===== src/rtl/psca_pkg.sv =====
// ----------------------------------------------------------------------------
// psca_pkg
// shared types, constants and helpers of the saturation / contrast adjust unit
// ----------------------------------------------------------------------------
`timescale 1ns / 1ps
`default_nettype none

package psca_pkg;

	localparam int PIX_W    = 8;
	localparam int GAIN_W   = 10;
	localparam int HUE_FRAC = 12;
	localparam int HUE_W    = 15;             // 0 .. 6*4096-1
	localparam int Q_W      = HUE_FRAC + 1;   // quotient magnitude 0 .. 4096
	localparam int C8_W     = 16;             // chroma, 8 fractional bits
	localparam int CFG_IDX_W = 2;

	localparam logic [PIX_W-1:0]  MID_LEVEL = 8'd128;
	localparam logic [PIX_W-1:0]  TOP_LEVEL = 8'd255;
	localparam logic [GAIN_W-1:0] GAIN_ONE  = 10'd256;

	// floor(s/3) for s <= 765 as (s*683) >> 11
	localparam logic [9:0] RECIP3    = 10'd683;
	localparam int         RECIP3_SH = 11;

	typedef enum logic [CFG_IDX_W-1:0] {
		CFG_GRAYSCALE  = 2'd0,
		CFG_CONTRAST   = 2'd1,
		CFG_SATURATION = 2'd2
	} cfg_idx_t;

	typedef struct packed {
		logic              grayscale_enable;
		logic [GAIN_W-1:0] contrast_gain;
		logic [GAIN_W-1:0] saturation_gain;
	} cfg_t;

	// one restoring division step: {quotient bit, new remainder}
	function automatic logic [PIX_W:0] div_step(input logic [PIX_W-1:0] rem,
		input logic [PIX_W-1:0] den);
		logic [PIX_W:0] t;
		logic [PIX_W:0] d;
		t = {rem, 1'b0};
		d = {1'b0, den};
		if (t >= d) begin
			t = t - d;
			return {1'b1, t[PIX_W-1:0]};
		end
		return {1'b0, t[PIX_W-1:0]};
	endfunction

endpackage

`default_nettype wire


===== src/rtl/psca_hue.sv =====
// ----------------------------------------------------------------------------
// psca_hue
// max/min, pipelined hue division and chroma, five register stages
// ----------------------------------------------------------------------------
`timescale 1ns / 1ps
`default_nettype none

module psca_hue (
	input  wire logic                          clk,
	input  wire logic                          arst_n,
	input  wire logic                          in_valid,
	output logic                               in_ready,
	input  wire logic [psca_pkg::PIX_W-1:0]    red,
	input  wire logic [psca_pkg::PIX_W-1:0]    green,
	input  wire logic [psca_pkg::PIX_W-1:0]    blue,
	input  wire logic [psca_pkg::GAIN_W-1:0]   saturation_gain,
	output logic                               hue_valid,
	input  wire logic                          hue_ready,
	output logic [psca_pkg::HUE_W-1:0]         hue,
	output logic [psca_pkg::C8_W-1:0]          chroma,
	output logic [psca_pkg::PIX_W-1:0]         max_val
);

	typedef enum logic [1:0] {SEL_RED, SEL_GREEN, SEL_BLUE} sel_t;

	localparam int PW = psca_pkg::PIX_W;
	localparam int QW = psca_pkg::Q_W;
	localparam int RAW_W = PW + psca_pkg::GAIN_W;

	logic v_s1, v_s2, v_s3, v_s4, v_s5;
	logic en1, en2, en3, en4, en5;

	assign en5 = !v_s5 || hue_ready;
	assign en4 = !v_s4 || en5;
	assign en3 = !v_s3 || en4;
	assign en2 = !v_s2 || en3;
	assign en1 = !v_s1 || en2;
	assign in_ready = en1;

	always_ff @(posedge clk or negedge arst_n) begin
		if (!arst_n) begin
			v_s1 <= 1'b0;
			v_s2 <= 1'b0;
			v_s3 <= 1'b0;
			v_s4 <= 1'b0;
			v_s5 <= 1'b0;
		end else begin
			if (en1) v_s1 <= in_valid;
			if (en2) v_s2 <= v_s1;
			if (en3) v_s3 <= v_s2;
			if (en4) v_s4 <= v_s3;
			if (en5) v_s5 <= v_s4;
		end
	end

	// stage 1: max, min and signed numerator
	logic [PW-1:0] mx, mn, nabs;
	logic          neg;
	sel_t          sel;
	logic [PW:0]   num;

	always_comb begin
		mx = red;
		if (green > mx) mx = green;
		if (blue > mx) mx = blue;
		mn = red;
		if (green < mn) mn = green;
		if (blue < mn) mn = blue;
		if (blue == mx) begin
			sel = SEL_BLUE;
			num = {1'b0, red} - {1'b0, green};
		end else if (green == mx) begin
			sel = SEL_GREEN;
			num = {1'b0, blue} - {1'b0, red};
		end else begin
			sel = SEL_RED;
			num = {1'b0, green} - {1'b0, blue};
		end
		neg = num[PW];
		nabs = neg ? PW'(-num) : num[PW-1:0];
	end

	logic [PW-1:0] mx_s1, delta_s1, nabs_s1;
	logic          neg_s1;
	sel_t          sel_s1;

	always_ff @(posedge clk) begin
		if (en1) begin
			mx_s1    <= mx;
			delta_s1 <= mx - mn;
			nabs_s1  <= nabs;
			neg_s1   <= neg;
			sel_s1   <= sel;
		end
	end

	// stage 2: top quotient bit plus three steps, raw chroma product
	logic [PW-1:0] rem2;
	logic [3:0]    qb2;
	logic [PW:0]   st2;

	always_comb begin
		qb2[3] = (nabs_s1 >= delta_s1);
		rem2 = qb2[3] ? nabs_s1 - delta_s1 : nabs_s1;
		for (int i = 2; i >= 0; i--) begin
			st2 = psca_pkg::div_step(rem2, delta_s1);
			qb2[i] = st2[PW];
			rem2 = st2[PW-1:0];
		end
	end

	logic [PW-1:0]    mx_s2, delta_s2, rem_s2;
	logic [QW-1:0]    q_s2;
	logic             neg_s2;
	sel_t             sel_s2;
	logic [RAW_W-1:0] raw_s2;

	always_ff @(posedge clk) begin
		if (en2) begin
			mx_s2    <= mx_s1;
			delta_s2 <= delta_s1;
			rem_s2   <= rem2;
			q_s2     <= {qb2, 9'd0};
			neg_s2   <= neg_s1;
			sel_s2   <= sel_s1;
			raw_s2   <= RAW_W'(delta_s1) * RAW_W'(saturation_gain);
		end
	end

	// stage 3: quotient bits 8..5, chroma clamp to mx*256
	logic [PW-1:0]     rem3;
	logic [3:0]        qb3;
	logic [PW:0]       st3;
	logic [RAW_W-1:0]  lim3;

	always_comb begin
		rem3 = rem_s2;
		for (int i = 3; i >= 0; i--) begin
			st3 = psca_pkg::div_step(rem3, delta_s2);
			qb3[i] = st3[PW];
			rem3 = st3[PW-1:0];
		end
		lim3 = {2'b00, mx_s2, 8'd0};
	end

	logic [PW-1:0]              mx_s3, delta_s3, rem_s3;
	logic [QW-1:0]              q_s3;
	logic                       neg_s3;
	sel_t                       sel_s3;
	logic [psca_pkg::C8_W-1:0]  c8_s3;

	always_ff @(posedge clk) begin
		if (en3) begin
			mx_s3    <= mx_s2;
			delta_s3 <= delta_s2;
			rem_s3   <= rem3;
			q_s3     <= {q_s2[12:9], qb3, 5'd0};
			neg_s3   <= neg_s2;
			sel_s3   <= sel_s2;
			c8_s3    <= (raw_s2 > lim3) ? lim3[psca_pkg::C8_W-1:0]
				: raw_s2[psca_pkg::C8_W-1:0];
		end
	end

	// stage 4: quotient bits 4..1
	logic [PW-1:0] rem4;
	logic [3:0]    qb4;
	logic [PW:0]   st4;

	always_comb begin
		rem4 = rem_s3;
		for (int i = 3; i >= 0; i--) begin
			st4 = psca_pkg::div_step(rem4, delta_s3);
			qb4[i] = st4[PW];
			rem4 = st4[PW-1:0];
		end
	end

	logic [PW-1:0]              mx_s4, delta_s4, rem_s4;
	logic [QW-1:0]              q_s4;
	logic                       neg_s4;
	sel_t                       sel_s4;
	logic [psca_pkg::C8_W-1:0]  c8_s4;

	always_ff @(posedge clk) begin
		if (en4) begin
			mx_s4    <= mx_s3;
			delta_s4 <= delta_s3;
			rem_s4   <= rem4;
			q_s4     <= {q_s3[12:5], qb4, 1'b0};
			neg_s4   <= neg_s3;
			sel_s4   <= sel_s3;
			c8_s4    <= c8_s3;
		end
	end

	// stage 5: last quotient bit, sign and sector offset
	logic [PW:0]          st5;
	logic [QW-1:0]        q5;
	logic signed [15:0]   sq5, h5;

	always_comb begin
		st5 = psca_pkg::div_step(rem_s4, delta_s4);
		q5 = {q_s4[12:1], st5[PW]};
		sq5 = neg_s4 ? -$signed({3'b000, q5}) : $signed({3'b000, q5});
		case (sel_s4)
			SEL_BLUE:  h5 = sq5 + 16'sd16384;
			SEL_GREEN: h5 = sq5 + 16'sd8192;
			default:   h5 = sq5[15] ? sq5 + 16'sd24576 : sq5;
		endcase
		// gray pixel takes hue zero
		if (delta_s4 == '0) h5 = '0;
	end

	logic [psca_pkg::HUE_W-1:0] hue_s5;
	logic [psca_pkg::C8_W-1:0]  c8_s5;
	logic [PW-1:0]              mx_s5;

	always_ff @(posedge clk) begin
		if (en5) begin
			hue_s5 <= h5[psca_pkg::HUE_W-1:0];
			c8_s5  <= c8_s4;
			mx_s5  <= mx_s4;
		end
	end

	assign hue_valid = v_s5;
	assign hue       = hue_s5;
	assign chroma    = c8_s5;
	assign max_val   = mx_s5;

endmodule

`default_nettype wire


===== src/rtl/psca_rgb.sv =====
// ----------------------------------------------------------------------------
// psca_rgb
// hue/chroma back to rgb and optional gray mean, four register stages
// ----------------------------------------------------------------------------
`timescale 1ns / 1ps
`default_nettype none

module psca_rgb (
	input  wire logic                         clk,
	input  wire logic                         arst_n,
	input  wire logic                         in_valid,
	output logic                              in_ready,
	input  wire logic [psca_pkg::HUE_W-1:0]   hue,
	input  wire logic [psca_pkg::C8_W-1:0]    chroma,
	input  wire logic [psca_pkg::PIX_W-1:0]   max_val,
	input  wire logic                         grayscale_enable,
	output logic                              out_valid,
	input  wire logic                         out_ready,
	output logic [psca_pkg::PIX_W-1:0]        red,
	output logic [psca_pkg::PIX_W-1:0]        green,
	output logic [psca_pkg::PIX_W-1:0]        blue
);

	typedef enum logic [2:0] {
		SECT_R_Y, SECT_Y_G, SECT_G_C, SECT_C_B, SECT_B_M, SECT_M_R
	} sector_t;

	localparam int PW = psca_pkg::PIX_W;
	localparam int CW = psca_pkg::C8_W;
	localparam int QW = psca_pkg::Q_W;
	localparam int PROD_W = CW + QW;

	logic v_s1, v_s2, v_s3, v_s4;
	logic en1, en2, en3, en4;

	assign en4 = !v_s4 || out_ready;
	assign en3 = !v_s3 || en4;
	assign en2 = !v_s2 || en3;
	assign en1 = !v_s1 || en2;
	assign in_ready = en1;

	always_ff @(posedge clk or negedge arst_n) begin
		if (!arst_n) begin
			v_s1 <= 1'b0;
			v_s2 <= 1'b0;
			v_s3 <= 1'b0;
			v_s4 <= 1'b0;
		end else begin
			if (en1) v_s1 <= in_valid;
			if (en2) v_s2 <= v_s1;
			if (en3) v_s3 <= v_s2;
			if (en4) v_s4 <= v_s3;
		end
	end

	// stage 1: distance to nearest even sector, offset m8
	logic [QW-1:0] f1, w1;

	always_comb begin
		f1 = hue[QW-1:0];
		w1 = f1[QW-1] ? QW'(14'd8192 - {1'b0, f1}) : f1;
	end

	logic [QW-1:0] w_s1;
	sector_t       sect_s1;
	logic [CW-1:0] c8_s1, m8_s1;

	always_ff @(posedge clk) begin
		if (en1) begin
			w_s1    <= w1;
			sect_s1 <= sector_t'(hue[psca_pkg::HUE_W-1:psca_pkg::HUE_FRAC]);
			c8_s1   <= chroma;
			m8_s1   <= {max_val, 8'd0} - chroma;
		end
	end

	// stage 2: intermediate component
	logic [PROD_W-1:0] prod2;

	assign prod2 = PROD_W'(c8_s1) * PROD_W'(w_s1);

	logic [CW-1:0] x8_s2, c8_s2, m8_s2;
	sector_t       sect_s2;

	always_ff @(posedge clk) begin
		if (en2) begin
			x8_s2   <= prod2[psca_pkg::HUE_FRAC +: CW];
			c8_s2   <= c8_s1;
			m8_s2   <= m8_s1;
			sect_s2 <= sect_s1;
		end
	end

	// stage 3: place components and add offset
	logic [CW-1:0] cr3, cg3, cb3;
	logic [CW:0]   sr3, sg3, sb3;

	always_comb begin
		case (sect_s2)
			SECT_R_Y: begin cr3 = c8_s2; cg3 = x8_s2; cb3 = '0;    end
			SECT_Y_G: begin cr3 = x8_s2; cg3 = c8_s2; cb3 = '0;    end
			SECT_G_C: begin cr3 = '0;    cg3 = c8_s2; cb3 = x8_s2; end
			SECT_C_B: begin cr3 = '0;    cg3 = x8_s2; cb3 = c8_s2; end
			SECT_B_M: begin cr3 = x8_s2; cg3 = '0;    cb3 = c8_s2; end
			default:  begin cr3 = c8_s2; cg3 = '0;    cb3 = x8_s2; end
		endcase
		sr3 = {1'b0, cr3} + {1'b0, m8_s2};
		sg3 = {1'b0, cg3} + {1'b0, m8_s2};
		sb3 = {1'b0, cb3} + {1'b0, m8_s2};
	end

	logic [PW-1:0] r_s3, g_s3, b_s3;

	always_ff @(posedge clk) begin
		if (en3) begin
			r_s3 <= sr3[CW-1:8];
			g_s3 <= sg3[CW-1:8];
			b_s3 <= sb3[CW-1:8];
		end
	end

	// stage 4: floor mean of the three by reciprocal multiply
	logic [9:0]  sum4;
	logic [19:0] avg_prod4;
	logic [PW-1:0] avg4;

	always_comb begin
		sum4 = 10'(r_s3) + 10'(g_s3) + 10'(b_s3);
		avg_prod4 = 20'(sum4) * 20'(psca_pkg::RECIP3);
		avg4 = avg_prod4[psca_pkg::RECIP3_SH +: PW];
	end

	logic [PW-1:0] r_s4, g_s4, b_s4;

	always_ff @(posedge clk) begin
		if (en4) begin
			r_s4 <= grayscale_enable ? avg4 : r_s3;
			g_s4 <= grayscale_enable ? avg4 : g_s3;
			b_s4 <= grayscale_enable ? avg4 : b_s3;
		end
	end

	assign out_valid = v_s4;
	assign red       = r_s4;
	assign green     = g_s4;
	assign blue      = b_s4;

endmodule

`default_nettype wire


===== src/rtl/psca_contrast.sv =====
// ----------------------------------------------------------------------------
// psca_contrast
// contrast about mid level with truncation and clamp, two register stages
// ----------------------------------------------------------------------------
`timescale 1ns / 1ps
`default_nettype none

module psca_contrast (
	input  wire logic                         clk,
	input  wire logic                         arst_n,
	input  wire logic                         in_valid,
	output logic                              in_ready,
	input  wire logic [psca_pkg::PIX_W-1:0]   red,
	input  wire logic [psca_pkg::PIX_W-1:0]   green,
	input  wire logic [psca_pkg::PIX_W-1:0]   blue,
	input  wire logic [psca_pkg::GAIN_W-1:0]  contrast_gain,
	output logic                              out_valid,
	input  wire logic                         out_ready,
	output logic [psca_pkg::PIX_W-1:0]        red_out,
	output logic [psca_pkg::PIX_W-1:0]        green_out,
	output logic [psca_pkg::PIX_W-1:0]        blue_out
);

	localparam int PW = psca_pkg::PIX_W;
	localparam int P_W = PW + psca_pkg::GAIN_W + 2;

	logic v_s1, v_s2;
	logic en1, en2;

	assign en2 = !v_s2 || out_ready;
	assign en1 = !v_s1 || en2;
	assign in_ready = en1;

	always_ff @(posedge clk or negedge arst_n) begin
		if (!arst_n) begin
			v_s1 <= 1'b0;
			v_s2 <= 1'b0;
		end else begin
			if (en1) v_s1 <= in_valid;
			if (en2) v_s2 <= v_s1;
		end
	end

	// stage 1: signed product of distance from mid level and gain
	logic [PW-1:0]              ch1 [3];
	logic signed [PW:0]         d1  [3];
	logic signed [psca_pkg::GAIN_W:0] g1;
	logic signed [P_W-1:0]      p1  [3];

	always_comb begin
		ch1[0] = red;
		ch1[1] = green;
		ch1[2] = blue;
		g1 = $signed({1'b0, contrast_gain});
		for (int i = 0; i < 3; i++) begin
			d1[i] = $signed({1'b0, ch1[i]}) - $signed({1'b0, psca_pkg::MID_LEVEL});
			p1[i] = d1[i] * g1;
		end
	end

	logic signed [P_W-1:0] p_s1 [3];

	always_ff @(posedge clk) begin
		if (en1) begin
			for (int i = 0; i < 3; i++) p_s1[i] <= p1[i];
		end
	end

	// stage 2: divide by 256 toward zero, recenter, clamp
	logic signed [P_W-1:0]   t2 [3];
	logic signed [P_W-9:0]   q2 [3];
	logic signed [P_W-8:0]   r2 [3];
	logic [PW-1:0]           o2 [3];

	always_comb begin
		for (int i = 0; i < 3; i++) begin
			t2[i] = p_s1[i][P_W-1] ? p_s1[i] + P_W'(255) : p_s1[i];
			q2[i] = t2[i][P_W-1:8];
			r2[i] = {q2[i][P_W-9], q2[i]} + $signed({1'b0, psca_pkg::MID_LEVEL});
			if (r2[i][P_W-8]) o2[i] = '0;
			else if (r2[i] > $signed({1'b0, psca_pkg::TOP_LEVEL})) o2[i] = psca_pkg::TOP_LEVEL;
			else o2[i] = r2[i][PW-1:0];
		end
	end

	logic [PW-1:0] r_s2, g_s2, b_s2;

	always_ff @(posedge clk) begin
		if (en2) begin
			r_s2 <= o2[0];
			g_s2 <= o2[1];
			b_s2 <= o2[2];
		end
	end

	assign out_valid = v_s2;
	assign red_out   = r_s2;
	assign green_out = g_s2;
	assign blue_out  = b_s2;

endmodule

`default_nettype wire


===== src/rtl/pixel_saturation_contrast_adjust_unit.sv =====
// throughput: one word per cycle unless out_ready stalls the pipe; the hue
// divider is four stages of restoring steps so each stage starts a new pixel
// every cycle while the pipe is not stalled
// reset: arst_n clears all stage valid bits and sets grayscale off, both gains 256
// ----------------------------------------------------------------------------
// pixel_saturation_contrast_adjust_unit
// rgb -> hsv saturation gain -> rgb, optional gray mean, contrast about 128
// ----------------------------------------------------------------------------
`timescale 1ns / 1ps
`default_nettype none

module pixel_saturation_contrast_adjust_unit (
	input  wire logic                               clk,
	input  wire logic                               arst_n,
	// configuration write port
	input  wire logic                               cfg_write_en,
	input  wire logic [psca_pkg::CFG_IDX_W-1:0]     cfg_index,
	input  wire logic [psca_pkg::GAIN_W-1:0]        cfg_data,
	// input pixel word
	input  wire logic                               in_valid,
	output logic                                    in_ready,
	input  wire logic [psca_pkg::PIX_W-1:0]         red_in,
	input  wire logic [psca_pkg::PIX_W-1:0]         green_in,
	input  wire logic [psca_pkg::PIX_W-1:0]         blue_in,
	// output pixel word
	output logic                                    out_valid,
	input  wire logic                               out_ready,
	output logic [psca_pkg::PIX_W-1:0]              red_out,
	output logic [psca_pkg::PIX_W-1:0]              green_out,
	output logic [psca_pkg::PIX_W-1:0]              blue_out
);

	// configuration registers; the user must write them only while the pipe is empty, the block does not enforce it
	psca_pkg::cfg_t cfg_q;

	always_ff @(posedge clk or negedge arst_n) begin
		if (!arst_n) begin
			cfg_q.grayscale_enable <= 1'b0;
			cfg_q.contrast_gain    <= psca_pkg::GAIN_ONE;
			cfg_q.saturation_gain  <= psca_pkg::GAIN_ONE;
		end else if (cfg_write_en) begin
			case (psca_pkg::cfg_idx_t'(cfg_index))
				psca_pkg::CFG_GRAYSCALE:  cfg_q.grayscale_enable <= cfg_data[0];
				psca_pkg::CFG_CONTRAST:   cfg_q.contrast_gain    <= cfg_data;
				psca_pkg::CFG_SATURATION: cfg_q.saturation_gain  <= cfg_data;
				default: ; // unused index, write dropped
			endcase
		end
	end

	// hue section: max/min, 13-bit quotient over four stages, clamped chroma
	logic                            hue_valid, hue_ready;
	logic [psca_pkg::HUE_W-1:0]      hue;
	logic [psca_pkg::C8_W-1:0]       chroma;
	logic [psca_pkg::PIX_W-1:0]      max_val;

	psca_hue u_hue (
		.clk             (clk),
		.arst_n          (arst_n),
		.in_valid        (in_valid),
		.in_ready        (in_ready),
		.red             (red_in),
		.green           (green_in),
		.blue            (blue_in),
		.saturation_gain (cfg_q.saturation_gain),
		.hue_valid       (hue_valid),
		.hue_ready       (hue_ready),
		.hue             (hue),
		.chroma          (chroma),
		.max_val         (max_val)
	);

	// back to rgb, then optional gray mean
	logic                        rgb_valid, rgb_ready;
	logic [psca_pkg::PIX_W-1:0]  rgb_r, rgb_g, rgb_b;

	psca_rgb u_rgb (
		.clk              (clk),
		.arst_n           (arst_n),
		.in_valid         (hue_valid),
		.in_ready         (hue_ready),
		.hue              (hue),
		.chroma           (chroma),
		.max_val          (max_val),
		.grayscale_enable (cfg_q.grayscale_enable),
		.out_valid        (rgb_valid),
		.out_ready        (rgb_ready),
		.red              (rgb_r),
		.green            (rgb_g),
		.blue             (rgb_b)
	);

	// contrast, last stage is the output register
	psca_contrast u_contrast (
		.clk           (clk),
		.arst_n        (arst_n),
		.in_valid      (rgb_valid),
		.in_ready      (rgb_ready),
		.red           (rgb_r),
		.green         (rgb_g),
		.blue          (rgb_b),
		.contrast_gain (cfg_q.contrast_gain),
		.out_valid     (out_valid),
		.out_ready     (out_ready),
		.red_out       (red_out),
		.green_out     (green_out),
		.blue_out      (blue_out)
	);

endmodule

`default_nettype wire


===== config.mk =====
export PLATFORM = sky130hd
export DESIGN_NAME = pixel_saturation_contrast_adjust_unit
export DESIGN_NICKNAME = d
export VERILOG_FILES = /design/src/rtl/psca_pkg.sv /design/src/rtl/psca_hue.sv /design/src/rtl/psca_rgb.sv /design/src/rtl/psca_contrast.sv /design/src/rtl/pixel_saturation_contrast_adjust_unit.sv
export SDC_FILE = /design/constraint.sdc
export NUM_CORES = 2
export LEC_CHECK = 0
export BUFFER_PORTS_ARGS = -buffer_cell sky130_fd_sc_hd__buf_4
export CORE_UTILIZATION = 55
export DETAILED_ROUTE_END_ITERATION = 10
export GPL_TIMING_DRIVEN = 0
export PLACE_DENSITY = 0.74
export REMOVE_ABC_BUFFERS = 1
export SLEW_MARGIN = 20
export SYNTH_ARGS = -nofsm -noshare
export SYNTH_HDL_FRONTEND = slang
export SYNTH_SLANG_ARGS = --single-unit
export TNS_END_PERCENT = 5

===== constraint.sdc =====
create_clock -name clk -period 8.8 [get_ports clk]
set_input_delay 0 -clock clk [delete_from_list [all_inputs] [get_ports clk]]
set_output_delay 0 -clock clk [all_outputs]
set_load 0.01 [all_outputs]

==> impl_metrics.sql <==
INSERT INTO impl_metrics (metric_group, metric, value, unit) VALUES
('setup_path', 'critical_path.endpoint_type', 'register', ''),
('drt', 'drt.antenna.violating_nets', '0', ''),
('finish', 'antenna-diode-count', '0', ''),
('global_routing', 'global_route.overflow_total', '0', ''),
('clock_network', 'root_buffer', 'sky130_fd_sc_hd__clkbuf_16', ''),
('job', 'max-cap-violations', '0', ''),
('timing', 'final.period_utilization', '98.23', '%'),
('setup_path', 'path_class', 'register to register', ''),
('clock_network', 'clock_slew_at_the_register_clock_pins_of_the_worst_setup_and_hold_paths', '0.07', 'ns'),
('setup_path', 'crit_path_max_incr_delay', '0.47', 'ns'),
('setup_path', 'worst_path_required', '9.19', 'ns'),
('run_status', 'outcome', 'finished clean', ''),
('setup_path', 'critical-path-slowest-cell', 'sky130_fd_sc_hd__a221o_2', ''),
('setup_path', 'r2r-end', 'u_hue.rem_s2[5]', ''),
('hold_path', 'min_path_type', 'input pin to register', ''),
('synthesis', 'netlist.area_leader.share', '29.03', '%'),
('finish', 'stdcell_area', '0.05098', 'mm²'),
('global_routing', 'grt_util_all_layers', '22.81', '%'),
('place', 'placed_cells', '5604', ''),
('drt', 'viasPerCell', '5.542', ''),
('setup_path', 'crit_fanout', '7', ''),
('synthesis', 'postSynthCellCount', '4539', ''),
('drt', 'num_vias', '32070', ''),
('synthesis', 'netlist-cell-type-count', '104', ''),
('finish', 'fill_cells', '6691', ''),
('clock_network', 'max_clock_buf_depth', '3', ''),
('drt', 'drc_violations_left', '0', ''),
('timing', 'tightestPinTransition', '1.119', 'ns'),
('clock_network', 'numCtsBuffers', '52', ''),
('finish', 'multiInputGateArea', '0.02957', 'mm²'),
('finish', 'nets', '5613', ''),
('place', 'detailed_place_hpwl', '72.13', 'mm'),
('clock_network', 'cts_tree', 'yes', ''),
('timing', 'unrepaired_setup_endpoints_after_global_routing', 'yes', ''),
('finish', 'drive_gt1_share', '9.800', '%'),
('floorplan', 'die_height', '292.9', 'µm'),
('global_routing', 'wire_length_of_the_first_global_routing_pass', '159.6', 'mm'),
('global_routing', 'antenna_found_initial', '0', ''),
('clock_network', 'cts_htree_levels', '2', ''),
('drt', 'wl_per_cell', '16.85', 'µm'),
('timing', 'post-route-min-period', '8.644', 'ns'),
('timing', 'final_clock_skew', '0.04016', 'ns'),
('finish', 'synthToLayoutAreaGrowth', '9.541', '%'),
('synthesis', 'syn_area', '0.04654', 'mm²'),
('drt', 'detailedRoute.firstPassIterationCount', '5', ''),
('clock_network', 'insertion_delay', '0.64', 'ns'),
('setup_path', 'critical_path.n_buffers_inverters', '5', ''),
('synthesis', 'top_cell_type_by_total_area_after_synthesis', 'sky130_fd_sc_hd__edfxtp_1', ''),
('timing', 'setup_viol', '0', ''),
('place', 'port_buffers', '66', ''),
('setup_path', 'setup_slack_of_the_most_critical_reg_to_reg_path', '0.16', 'ns'),
('floorplan', 'design.die.area', '0.08579', 'mm²'),
('setup_path', 'cp.depth', '45', ''),
('drt', 'wirelength', '97.49', 'mm'),
('global_routing', 'first_global_vias', '32860', ''),
('floorplan', 'initial_core_util', '55.61', '%'),
('setup_path', 'worst_reg2reg_path_length_in_cells', '45', ''),
('floorplan', 'rows', '106', ''),
('synthesis', 'top_ff_cell_synth', 'sky130_fd_sc_hd__edfxtp_1', ''),
('setup_path', 'cp.arrival', '9.04', 'ns'),
('setup_path', 'timing.critical_path.from_type', 'register', ''),
('synthesis', 'synth_top_cells_by_area', 'sky130_fd_sc_hd__edfxtp_1, sky130_fd_sc_hd__fa_1, sky130_fd_sc_hd__ha_1', ''),
('finish', 'layout.cells.most_common', 'sky130_fd_sc_hd__inv_1', ''),
('timing', 'slew-limit-headroom', '25.43', '%'),
('global_routing', 'pin_count_of_the_biggest_net_entering_global_routing', '61', ''),
('setup_path', 'setup.worst_path.end', 'u_hue.rem_s2[5]', ''),
('synthesis', 'ys_seq_elements', '482', ''),
('floorplan', 'pin_count', '67', ''),
('setup_path', 'worst_setup_path_startpoint', 'u_hue.nabs_s1[0]', ''),
('place', 'routability_congestion_estimate_from_global_placement', '0.8540', ''),
('setup_path', 'timing.critical_path.mode_cell', 'sky130_fd_sc_hd__o21ai_2', '');
==> per-stage QoR <==
| step | hold slack, ns | setup WS [ns] | TNS, ns |
|---|---|---|---|
| finish | 0.04976 | 0.1557 | 0 |
| detailed placement | -0.006559 | -2.425 | -32.87 |
| CTS | 0.02880 | -0.0004619 | -0.0004619 |
| global placement | -0.02223 | -2.168 | -28.55 |
| floorplan | -0.2956 | -0.5967 | -4.297 |
| global route | 0.06488 | -0.2418 | -1.830 |
==> repair_timing <==
action / in CTS / in global routing
pin swaps: 8 / 38
setup buffers: 20 / 33
endpoints found under the setup margin: 27 / 27
gates cloned: 0 / 1
endpoints found under the hold margin: 66 / 0
hold buffers: 32 / 0
resized for setup: 29 / 60
==> worst min-delay path by stage <==
stage / from / end / slack [ns] / depth (start not counted)
after global routing: green_in[4] / u_hue.mx_s1[4] / 0.06 / 3
after global placement: arst_n / cfg_q[1] / -0.02 / 1
final: green_in[7] / u_hue.mx_s1[7] / 0.05 / 3
after CTS: green_in[4] / u_hue.mx_s1[4] / 0.03 / 3
after floorplan: arst_n / cfg_q[0] / -0.30 / 0
after detailed placement: arst_n / cfg_q[17] / -0.007 / 1
==> cell families (layout without fill, tap and decap cells) <==
group,count (synthesis),in the layout,synth area share (%)
AO/OA/AOI/OAI,688,689,9.716
adder cells (fa/ha/maj),962,962,32.35
XOR/XNOR,264,264,4.984
flip-flops,482,482,30.76
buffers and inverters,808,921,6.621
multiplexers,128,128,3.110
AND/OR/NAND/NOR,1207,1207,12.46
==> layout make-up <==
| type | count | share of cell area, % |
|---|---|---|
| clock inverter | 34 | 0.7044 |
| inverter | 663 | 4.891 |
| sequential | 482 | 28.09 |
| multi-input combinational | 3250 | 58.01 |
| tap | 1134 | 2.783 |
| clock buffer | 63 | 2.692 |
| timing repair buffer | 161 | 2.827 |
==> sequential cells by signal, indices dropped and copies added, names as in the netlist, 12 cells and up <==
name             flops
u_hue.hue           15
u_rgb.c8_s2         15
u_hue.c8_s3         16
u_hue.q_s4          12
u_contrast.p_s1     60
u_hue.c8_s4         16
cfg_q               21
u_rgb.c8_s1         15
u_rgb.w_s1          13
u_rgb.m8_s1         16
u_rgb.m8_s2         16
u_hue.raw_s2        18
u_rgb.x8_s2         16
u_hue.chroma        16
==> tightest hold or removal path, delay by kind of cell <==
family,cells,cell delay (ns)
compound gates,1,0.28
buf+inv,1,0.11
mux,1,0.14
==> metal layers <==
layer	vias to the layer above	share of wire (%)	GRT usage (%)	wire, µm
li1	15340	-	-	-
met1	15870	41	27.89	40290
met2	681	51	41.49	49920
met3	183	4.2	2.648	4104
met4	0	3.3	7.841	3174
met5	-	0	0	0
==> synth_stat cells, types with 10 or more instances <==
cell and number:
sky130_fd_sc_hd__nand4_1 14, sky130_fd_sc_hd__a211oi_1 11, sky130_fd_sc_hd__fa_1 402, sky130_fd_sc_hd__nand2b_1 42, sky130_fd_sc_hd__o21a_1 29, sky130_fd_sc_hd__nor3_1 30, sky130_fd_sc_hd__a21o_1 66, sky130_fd_sc_hd__mux2_1 15
sky130_fd_sc_hd__o21bai_1 40, sky130_fd_sc_hd__nand2_1 526, sky130_fd_sc_hd__nor2_1 171, sky130_fd_sc_hd__a21oi_1 226, sky130_fd_sc_hd__nor4_1 13, sky130_fd_sc_hd__or2_2 36, sky130_fd_sc_hd__a22o_1 32, sky130_fd_sc_hd__and2_1 216
sky130_fd_sc_hd__a21boi_1 10, sky130_fd_sc_hd__ha_1 560, sky130_fd_sc_hd__mux2i_1 32, sky130_fd_sc_hd__inv_1 657, sky130_fd_sc_hd__clkbuf_1 125, sky130_fd_sc_hd__o21ai_1 12, sky130_fd_sc_hd__and3_1 23, sky130_fd_sc_hd__or3_1 13
sky130_fd_sc_hd__o21ai_0 137, sky130_fd_sc_hd__xor2_1 86, sky130_fd_sc_hd__edfxtp_1 450, sky130_fd_sc_hd__a31oi_1 14, sky130_fd_sc_hd__nand3_1 41, sky130_fd_sc_hd__mux2_2 70, sky130_fd_sc_hd__xnor2_1 177, sky130_fd_sc_hd__nor2b_1 51
sky130_fd_sc_hd__o31ai_1 13, sky130_fd_sc_hd__dfrtp_1 30
Power is not shown: default switching activity piles up to over one toggle a cycle in this logic, so the estimate is an artifact.
